`src/sv/block_allocator_bitmap_assert.svh`:
```
// ============================================================================
// Assertion macros for the bitmap block allocator
// Concurrent checks on clk with rst_n, empty bodies for synthesis.
// ============================================================================
`ifndef BLOCK_ALLOCATOR_BITMAP_ASSERT_SVH
`define BLOCK_ALLOCATOR_BITMAP_ASSERT_SVH

`ifndef SYNTHESIS
// Same-cycle implication, checked at every rising edge out of reset.
`define BAB_ASSERT_NOW(lbl, ante, cons) \
    lbl: assert property (@(posedge clk) disable iff (!rst_n) (ante) |-> (cons)) \
        else $error("block_allocator_bitmap: check failed");
// Next-cycle implication.
`define BAB_ASSERT_NEXT(lbl, ante, cons) \
    lbl: assert property (@(posedge clk) disable iff (!rst_n) (ante) |=> (cons)) \
        else $error("block_allocator_bitmap: check failed");
`else
`define BAB_ASSERT_NOW(lbl, ante, cons)
`define BAB_ASSERT_NEXT(lbl, ante, cons)
`endif

`endif

```
`src/sv/bab_pkg.sv`:
```
// ============================================================================
// bab_pkg
// Shared widths, codes, reset values and scan types of the block allocator.
// ============================================================================
package bab_pkg;

    localparam int BLK_W          = 12;   // block number width
    localparam int WORD_W         = 32;   // blocks per memory word
    localparam int BIT_W          = 5;    // bit position inside a word
    localparam int WIDX_W         = BLK_W - BIT_W;
    localparam int NUM_BLOCKS_DEF = 4096;
    localparam int MAP_SKIP       = 2;    // leading partition blocks outside the map

    localparam logic [BLK_W-1:0] FIRST_RST = 12'd0;
    localparam logic [BLK_W-1:0] LAST_RST  = 12'd1759;
    localparam logic [BLK_W-1:0] ROOT_RST  = 12'd880;

    typedef enum logic [1:0] {
        ACT_ALLOC   = 2'd0,
        ACT_RELEASE = 2'd1,
        ACT_QUERY   = 2'd2,
        ACT_CLAIM   = 2'd3
    } action_t;

    typedef enum logic [1:0] {
        REG_FIRST = 2'd0,
        REG_LAST  = 2'd1,
        REG_ROOT  = 2'd2
    } reg_idx_t;

    // One scan phase: block window [lo, hi], walked downward when down is set.
    typedef struct packed {
        logic             down;
        logic [BLK_W-1:0] lo;
        logic [BLK_W-1:0] hi;
    } scan_req_t;

    typedef struct packed {
        logic             found;
        logic [BLK_W-1:0] blk;
    } scan_res_t;

endpackage

```
`src/sv/bab_scan.sv`:
```
// ============================================================================
// bab_scan
// Word search: first empty block of one occupancy word inside the window.
// ============================================================================
module bab_scan (
    input  bab_pkg::scan_req_t               req,
    input  logic [bab_pkg::WIDX_W-1:0]       widx,
    input  logic [bab_pkg::WORD_W-1:0]       occ,
    output bab_pkg::scan_res_t               res
);

    logic [bab_pkg::WORD_W-1:0] ones;
    logic [bab_pkg::WORD_W-1:0] lo_mask;
    logic [bab_pkg::WORD_W-1:0] hi_mask;
    logic [bab_pkg::WORD_W-1:0] cand;
    logic [bab_pkg::WORD_W-1:0] rev;
    logic [bab_pkg::WORD_W-1:0] pick;
    logic [bab_pkg::WORD_W-1:0] iso;
    logic [bab_pkg::BIT_W-1:0]  pos;
    logic [bab_pkg::BIT_W-1:0]  bitn;

    always_comb
    begin
        ones    = '1;
        // trim the window at its end words
        lo_mask = (widx == req.lo[bab_pkg::BLK_W-1:bab_pkg::BIT_W])
                ? (ones << req.lo[bab_pkg::BIT_W-1:0]) : ones;
        hi_mask = (widx == req.hi[bab_pkg::BLK_W-1:bab_pkg::BIT_W])
                ? (ones >> (~req.hi[bab_pkg::BIT_W-1:0])) : ones;
        cand    = ~occ & lo_mask & hi_mask;

        // mirror for a downward walk so both take the lowest set bit
        for (int i = 0; i < bab_pkg::WORD_W; i++)
        begin
            rev[i] = cand[bab_pkg::WORD_W-1-i];
        end
        pick = req.down ? rev : cand;
        iso  = pick & (~pick + bab_pkg::WORD_W'(1));

        pos = '0;
        for (int i = 0; i < bab_pkg::WORD_W; i++)
        begin
            if (iso[i])
            begin
                pos = pos | bab_pkg::BIT_W'(i);
            end
        end
        bitn = req.down ? ~pos : pos;

        res.found = |cand;
        res.blk   = {widx, bitn};
    end

endmodule

```
`config.mk`:
```
export PLATFORM = sky130hd
export DESIGN_NAME = bab_scan
export DESIGN_NICKNAME = d
export VERILOG_FILES = /design/src/sv/block_allocator_bitmap_assert.svh /design/src/sv/bab_pkg.sv /design/src/sv/bab_scan.sv
export SDC_FILE = /design/constraint.sdc
export NUM_CORES = 1
export LEC_CHECK = 0
export BUFFER_PORTS_ARGS = -buffer_cell sky130_fd_sc_hd__buf_2
export CAP_MARGIN = 25
export CORE_MARGIN = 1
export CORE_UTILIZATION = 32
export DETAILED_ROUTE_END_ITERATION = 6
export PLACE_DENSITY_LB_ADDON = 0.3
export SLEW_MARGIN = 20
export SYNTH_ARGS = -nofsm -noshare
export SYNTH_HDL_FRONTEND = slang
export SYNTH_SLANG_ARGS = --single-unit
```
`constraint.sdc`:
```
create_clock -name vclk -period 7.7
set_clock_uncertainty 0.2 [all_clocks]
set_input_delay 0 -clock vclk [all_inputs]
set_output_delay 0 -clock vclk [all_outputs]
set_load 0.02 [all_outputs]
```
After elaboration in Yosys (flattened, before gate mapping). Index checks and enable logic that the tools add are counted.

Register bits after elaboration: 0. Latch bits: 0. Memory bits (writable): 0. Memory bits (read-only): 0. Output and inout bits: 13. Memories: 0.

Add/subtract/negate cells: 1. Multiply operators: 0. Div/mod/pow operators: 0. Magnitude comparators: 0. Equality and inequality tests: 2. Shift operators: 2. Muxes and demuxes: 35. Bitwise operators: 7. Reduce and logical (&&, ||, !) cells: 1.

Operators by type and width (number): $and A32 B32 Y32 (3); $mux W32 (3); $mux W5 (17); $not A32 Y32 (2); $add A32 B1 Y32 const B (1); $mux W4 (8); $reduce_or A32 Y1 (1); $shl A32 B5 Y32 const A (1); $shr A32 B5 Y32 const A (1); $eq A7 B7 Y1 (2); $mux W3 (4); $not A5 Y5 (2); $mux W2 (2); $mux W1 (1).

Logic depth before layout (Yosys ltp). Gate-level depths: netlist (run 1).

Depth in word-level cells: 41. Depth in mapped cells: 12.

Least setup slack after synthesis (run 1). OpenSTA, ideal clock, no wires.

Kind: input port to output port. Start: input port req[10] in the netlist's numbering. End: output port res[0] in the netlist's numbering. Data arrival time: 2728 ps. Data required time: 7500 ps. Slack: 4772 ps. Stages: 10. Buffers on the path: 0. Path through: xor2_1 or4_4 or4_4 a22oi_4 mux2i_2 nor3_4 nand4_2 o211ai_2 nor4_1 xnor2_1.

RTL lines: start, declared (line bab_scan.sv:6) `input bab_pkg::scan_req_t req,`; end, declared (line bab_scan.sv:9) `output bab_pkg::scan_res_t res`.

==> flow_summary.toml, run 1 <==
[outcome]
status = "completed"

[detailed_routing]
drt-pass1-iter-count = 5
wl_per_cell_um = 17.62
detail-route-antenna-nets = 0
drt_first_iter_violations = 367
num_vias = 3237
viasPerCell = 6.261
drc = 0
drt_wl_total_mm = 9.107

[sta]
final_hold_viol_count = 0
rsz0062_at_grt = "no"
post-route-period-util_pct = 47.14
worstMarginPinSlew_ns = 0.9981
setup_viol = 0
slew_violations = 0
slew_headroom_pct = 32.85
fmax_ghz = 0.2755
hold_ws_ns = 0.07104
timing.setup.tns_ns = 0
fin_crit_ns = 3.630
fin_ws_ns = 4.070

[placement]
dp_slack_ns = 3.964
place_area_sq_um = 2773
post-dp-hpwl_mm = 7.424
portBuffers = 77
globalplace.congestion = 0.9561

[setup_path]
path_delay_family = "simple AND/OR/NAND/NOR gates"
crit_start = "widx[5]"
cp_max_fo = 6
crit_path_frequent_cell = "buf_2"
critPathBufInv = 2
crit_slowest_cell = "nor4_1"
cp_cell_sequence = "buf_2, xor2_1, nor4_1, nand2_1, o221ai_2, nand4_1, a21oi_1, a21boi_0, o21a_1, nor3_1, xnor2_1, buf_2"
cpPeakStageDelay_ns = 0.86
crit_type = "input pin to primary output"
cp.arrival_ns = 3.43
start_kind = "input pin"
end_kind = "primary output"
required_ns = 7.50

[hold_path]
worstHoldStart = "widx[1]"
hp-class = "input pin to primary output"

[power]
swShare_pct = 63.30
leakage_uw = 0.001088
power_frac_clock_pct = 0
net-switching-power_uw = 97.62
p_seq_share_pct = 0
internal_power_uw = 56.61
vdd_drop_max_uv = 31.09
power.share.combinational_pct = 100.0
power_density_nw_per_um2 = 55.47

[synth]
synth_simple_gate_area_share_pct = 37.92
ys_types = 69
yosysSeqAreaShare_pct = 0
synth_fa_ha_area_share_pct = 0
yosysWarnings = 0
synth_top_family_by_area = "compound AO/OA/AOI/OAI gates"
syn_avg_cell_area_sq_um = 6.483
synth-xor-area-share_pct = 6.956
synth-compound-area-share_pct = 42.15
synthMuxAreaShare_pct = 6.276
synthesis.nets = 433
syn_inst = 369
syn-cell-area_sq_um = 2392

[cts]
hold_buffers = 0
cts_resized = 0
postCtsSetupBuffers = 0

[floorplanning]
die-area_sq_um = 7826
fp.coreArea_sq_um = 7253
die_h_um = 88.47
ios = 77
num_rows = 31
die_w_um = 88.47
initial_utilization_pct = 32.98

[final_layout]
antenna_cells = 0
seq_area_sq_um = 0
layout_common_cells = "buf_2 (77), nand2_1 (32), nand3_1 (28), a31oi_1 (25)"
finalInstanceArea_sq_um = 2780
clkbuf_count = 0
design.seq.count = 0
drive_gt1_share_pct = 26.56
utilization_pct = 38.33
syn_to_final_growth_pct = 16.21
mostFrequentLayoutCell = "buf_2"
nets = 484

[global_route]
grt_util_all_layers_pct = 22.94
overflow = 0
antenna_found_initial = 0
grt_pass1_vias = 2804
grt_pass1_wl_mm = 14.06
grt_max_degree = 45

[job]
cap_violations = 0
cells by family after synthesis:
family / after synthesis
simple gates: 161
compound gates: 141
buf+inv: 34
xor+xnor: 19
mux: 14
through the flow:
step | power, uW | cells
CTS | 150.7 | 516
finish | 154.2 | 517
global route | 166.6 | 517
detailed placement | 150.2 | 516
floorplan | 104.5 | 369
global placement | 149.0 | 516
final cells by class:
class,instances,area [sq um]
inverters,4,15.01
repair buffers,79,400.4
fillers,806,4473
well taps,99,123.9
multi-input cells,335,2241
cells in the mapped netlist, types with 2 or more instances:
master	number	share of area (%)
nand2_1	32	5.0
nand3_1	28	5.9
a31oi_1	25	6.5
a21oi_1	20	4.2
nor2_1	20	3.1
o21ai_0	18	3.8
clkbuf_1	17	2.7
nand4_1	16	4.2
nor3_1	11	2.3
a21o_1	10	3.1
xor2_1	10	3.7
xnor2_1	9	3.3
mux2i_1	8	3.3
nor4_1	8	2.1
or2_2	8	2.1
and2_1	7	1.8
buf_4	7	2.2
a211oi_1	6	1.9
nand2b_1	6	1.6
o21a_1	6	1.9
o21ai_1	6	1.3
buf_2	5	1.0
mux2_2	5	2.4
a221o_1	4	1.7
a22oi_1	4	1.3
inv_1	4	0.63
or4_1	4	1.3
a21boi_0	3	0.94
a31o_2	3	1.1
a32oi_1	3	1.1
and3_1	3	0.78
o211a_1	3	1.3
o221ai_1	3	1.1
or3_1	3	0.78
or4_4	3	1.4
a311o_1	2	0.84
nor3b_1	2	0.63
o21bai_1	2	0.63
o221ai_2	2	1.3
o22a_1	2	0.73
o31a_1	2	0.73
o31ai_1	2	0.63
metal layers:
metal / vias up / GRT usage [%] / wire (um)
li1: 1564 / - / -
met1: 1493 / 31.09 / 4026
met2: 160 / 38.11 / 4096
met3: 20 / 2.612 / 747
met4: 0 / 6.745 / 237
met5: - / 0 / 0
worst paths after layout:
path / endpoint / slack (ns) / cells after the start
max: res[3] / 4.07 / 12
min: res[6] / 0.07 / 2
power by group through the flow:
stage               clock [uW]  combinational [uW]  sequential (uW)
floorplan                    0                 104                0
global placement             0                 149                0
detailed placement           0                 150                0
CTS                          0                 151                0
global route                 0                 167                0
finish                       0                 154                0
Note: power is estimated with default switching activity, not from simulation.
==> run 2, diff against run 1 <==
==> constraint.sdc (replaced) <==
create_clock -name vclk -period 3.2
set_clock_uncertainty 0.2 [all_clocks]
set_input_delay 0 -clock vclk [all_inputs]
set_output_delay 0 -clock vclk [all_outputs]
set_load 0.02 [all_outputs]
==> run 2 against run 1 <==
Against the previous run:
- flip-flop and latch count is the same
- global-route usage increased by 2.7 points
- die area unchanged
- count of clock-buffer cells in the layout unchanged
- critical path depth is the same
- first-iteration DRC count shrank 32%
- combinational power grew to 2.9 times the previous value
- worst hold slack worse by 0.026 ns
- total power rose to 2.9 times the previous value
- wire length is 12% higher
- sequential share of layout area did not move
- largest cell class unchanged
- highest routed layer unchanged
- design area increased by 21%
==> flow_summary.toml, run 2 (synthesis results as in run 1) <==
[global_route]
grt_max_degree = 24
grt_util_all_layers_pct = 25.68
overflow = 0
antenna_found_initial = 0
grt_pass1_wl_mm = 15.70
grt_pass1_vias = 3044

[detailed_routing]
met1_length_mm = 4.437
top_layer_used = "met4"
detail-route-antenna-nets = 0
drt-pass1-iter-count = 5
drt_first_iter_violations = 248
wl_per_cell_um = 17.83
drc = 0
drt_wl_total_mm = 10.16
num_vias = 3543
wl_met3_um = 789
viasPerCell = 6.216
wl_met2_mm = 4.583

[placement]
portBuffers = 77
globalplace.congestion = 0.9735
place_inst = 566
post-dp-hpwl_mm = 8.369

[sta]
worstMarginPinSlew_ns = 0.5297
hold_ws_ns = 0.04512
fmax_ghz = 0.3186
fin_crit_ns = 3.139
final_hold_viol_count = 0
post-route-period-util_pct = 98.08
setup_viol = 0
rsz0062_at_grt = "yes"
slew_headroom_pct = 64.48
slew_violations = 0

[floorplanning]
die_w_um = 88.47
die_h_um = 88.47
ios = 77
die-area_sq_um = 7826
initial_utilization_pct = 32.98
fp.coreArea_sq_um = 7253
num_rows = 31

[power]
leakage_uw = 0.001382
power_density_nw_per_um2 = 132.7
vdd_drop_max_uv = 69.50

[setup_path]
crit_type = "input pin to primary output"
end_kind = "primary output"
crit_slowest_cell = "or4_4"
required_ns = 3.00
cp_max_fo = 6
start_kind = "input pin"
crit_path_frequent_cell = "or4_4"
cp.arrival_ns = 2.94
cpPeakStageDelay_ns = 0.55
cp_cell_sequence = "buf_6, xor2_2, or4_4, or4_4, a22oi_4, mux2i_4, nor3_4, nand4_1, o211ai_1, nor4_2, xnor2_1, buf_4"

[final_layout]
mostFrequentLayoutCell = "buf_2"
n_fill_cell = 774
layout_common_cells = "buf_2 (71), buf_4 (58), nand2_1 (32), nand3_1 (28), a31oi_1 (24)"
layoutNonFillerInstCount = 570
nets = 537
antenna_cells = 0
seq_area_sq_um = 0
syn_to_final_growth_pct = 40.48
clkbuf_count = 0
drive_gt1_share_pct = 40.13
design.seq.count = 0

[job]
cap_violations = 0

[hold_path]
worstHoldStart = "widx[5]"
whs_endpoint = "res[10]"
hp-class = "input pin to primary output"
whs_path_depth = 2

[outcome]
status = "completed"
## run 2: worst max-delay path, delay by kind of cell
| kind | cells | cell delay, ns |
|---|---|---|
| AO/OA/AOI/OAI | 2 | 0.56 |
| multiplexers | 1 | 0.12 |
| AND/OR/NAND/NOR | 5 | 1.70 |
| buffers and inverters | 2 | 0.25 |
| XOR/XNOR | 2 | 0.31 |
## run 2: layout make-up
type	count	area, sq um	share of cell area (%)
Timing Repair Buffer	132	824.5	24.53
Inverter	4	15.01	0.4468
Tap cell	99	123.9	3.686
Multi-Input combinational cell	335	2397	71.33
## run 2: stage by stage
stage | utilization [%] | TNS, ns | power, uW | instance area, sq um | worst slack [ns]
after floorplan | - | 0 | 251.4 | 2392 | 0.2716
after global placement | 43.40 | 0 | 409.1 | 3148 | 0.05173
after detailed placement | 43.40 | 0 | 411.1 | 3148 | 0.007361
after CTS | 43.40 | 0 | 412.9 | 3148 | 0.006588
after global routing | 46.33 | -0.1163 | 480.5 | 3361 | -0.06143
final | 46.33 | 0 | 446.0 | 3361 | 0.06130
## run 2: repair_timing
| action | in CTS | in global routing |
|---|---|---|
| setup buffers | 0 | 5 |
| resized for setup | 0 | 39 |
| hold buffers | 0 | 0 |
| endpoints found under the setup margin | 0 | 5 |
| hold endpoints to repair | 0 | 0 |
## run 2: routing by layer
metal,vias to the layer above,track usage (%)
li1,1667,-
met1,1659,36.18
met2,193,41.75
met3,24,1.586
met4,0,7.918
met5,-,0
## run 2: how the worst max path moves through the flow
stage / from / to / slack, ns / depth (start not counted)
floorplan: req[10] / res[0] / 0.27 / 10
global placement: widx[5] / res[4] / 0.05 / 12
detailed placement: widx[5] / res[0] / 0.007 / 12
CTS: widx[5] / res[0] / 0.007 / 12
global route: widx[2] / res[0] / -0.06 / 14
finish: req[10] / res[0] / 0.06 / 12
## run 2: where the power goes
part / internal (uW) / switching, uW / leakage (uW)
sequential: 0 / 0 / 0
clock: 0 / 0 / 0
combinational: 188 / 258 / 0.00138
==> run 3, diff against run 2 <==
==> constraint.sdc (replaced) <==
create_clock -name vclk -period 3.6
set_clock_uncertainty 0.2 [all_clocks]
set_input_delay 0 -clock vclk [all_inputs]
set_output_delay 0 -clock vclk [all_outputs]
set_load 0.02 [all_outputs]
==> run 3 against run 2 <==
Against the previous run:
- worst setup slack better by 0.21 ns
- via count is 6.8% lower
- wire length decreased by 10%
- total power is 25% lower
- combinational power is 25% lower
- highest routed layer unchanged
==> flow_summary.toml, run 3 (synthesis results as in run 1) <==
[outcome]
status = "completed"

[sta]
rsz0062_at_grt = "no"
post-route-period-util_pct = 92.52
fin_ws_ns = 0.2695
hold_ws_ns = 0.07070
final_hold_viol_count = 0
worstMarginPinSlew_ns = 0.5952
fin_crit_ns = 3.331
timing.setup.tns_ns = 0
setup_viol = 0
fmax_ghz = 0.3003
slew_headroom_pct = 59.96
slew_violations = 0

[setup_path]
end_kind = "primary output"
required_ns = 3.40
cp_max_fo = 8
cp.arrival_ns = 3.13
crit_type = "input pin to primary output"
start_kind = "input pin"

[detailed_routing]
drc = 0
detail-route-antenna-nets = 0
drt_first_iter_violations = 302
wl_per_cell_um = 17.43
drt_wl_total_mm = 9.133
viasPerCell = 6.302
drt-pass1-iter-count = 5
num_vias = 3302

[final_layout]
n_fill_cell = 797
syn_to_final_growth_pct = 18.46
design.seq.count = 0
drive_gt1_share_pct = 28.00
mostFrequentLayoutCell = "buf_2"
multi_input_area_sq_um = 2242
layout_common_cells = "buf_2 (77), nand2_1 (32), nand3_1 (28), a31oi_1 (25)"
seq_area_sq_um = 0
clkbuf_count = 0
utilization_pct = 39.07
antenna_cells = 0
nets = 491
layoutNonFillerInstCount = 524

[floorplanning]
initial_utilization_pct = 32.98
die_w_um = 88.47
die_h_um = 88.47
fp.coreArea_sq_um = 7253
ios = 77
die-area_sq_um = 7826
num_rows = 31

[power]
internal_power_uw = 125.6
vdd_drop_max_uv = 57.30
p_seq_share_pct = 0
net-switching-power_uw = 209.6
swShare_pct = 62.52
power_frac_clock_pct = 0
power.share.combinational_pct = 100.0
power_density_nw_per_um2 = 118.3
leakage_uw = 0.001123

[global_route]
overflow = 0
grt_util_all_layers_pct = 23.70
grt_max_degree = 44
antenna_found_initial = 0
grt_pass1_wl_mm = 14.60
grt_pass1_vias = 2950

[placement]
place_inst = 524
portBuffers = 77
dp_slack_ns = 0.3089
globalplace.congestion = 0.9997
post-dp-hpwl_mm = 7.421

[cts]
postCtsSetupBuffers = 0

[hold_path]
hp-class = "input pin to primary output"

[job]
cap_violations = 0
## run 3: changes by cell type in the layout (fill, tap and decap cells not counted), moves of 3 or more
cell,previous run,this run
nor4_1,5,8
xor2_1,7,10
buf_4,58,9
nor4_2,3,0
buf_6,3,0
xor2_2,3,0
buf_2,71,77
mux2i_1,5,8
## run 3: what timing repair did
| item | in CTS | in global routing |
|---|---|---|
| setup endpoints to repair | 0 | 4 |
| hold buffers | 0 | 0 |
| hold endpoints to repair | 0 | 0 |
| resized for setup | 0 | 1 |
## run 3: power by group through the flow
stage	sequential (uW)	combinational, uW	clock [uW]
finish	0	335	0
global route	0	363	0
CTS	0	327	0
detailed placement	0	326	0
global placement	0	324	0
floorplan	0	223	0
## run 3: final timing paths
kind              startpoint  endpoint  slack (ns)  cells past startpoint
hold / removal       widx[6]   res[11]        0.07                      2
setup / recovery     widx[4]    res[0]        0.27                     12
## run 3: per-layer routing
layer	up-vias	wire, um	global-route usage [%]
met4	0	204	4.839
met3	20	746	2.239
met5	-	0	0
met2	193	4136	39.79
met1	1517	4046	32.85
li1	1572	-	-
## run 3: area by class of cell
| type | count | area share [%] |
|---|---|---|
| Timing Repair Buffer | 86 | 15.98 |
| Tap cell | 99 | 4.371 |
| Multi-Input combinational cell | 335 | 79.12 |
| Inverter | 4 | 0.5298 |
## run 3: worst max-delay path: stages
cell	delay, ns
buf_2	0.12
xor2_1	0.20
nor4b_2	0.52
nand2_1	0.28
o21ai_1	0.47
nand4_1	0.24
a21oi_1	0.38
nand4_2	0.25
o21ai_1	0.25
nor4_1	0.10
xnor2_1	0.13
buf_2	0.18
## run 3: through the flow
stage / total power, uW / cell area, sq um
final: 335.2 / 2834
after global routing: 363.4 / 2834
after CTS: 327.4 / 2833
after detailed placement: 326.1 / 2833
after global placement: 324.4 / 2833
after floorplan: 223.5 / 2392
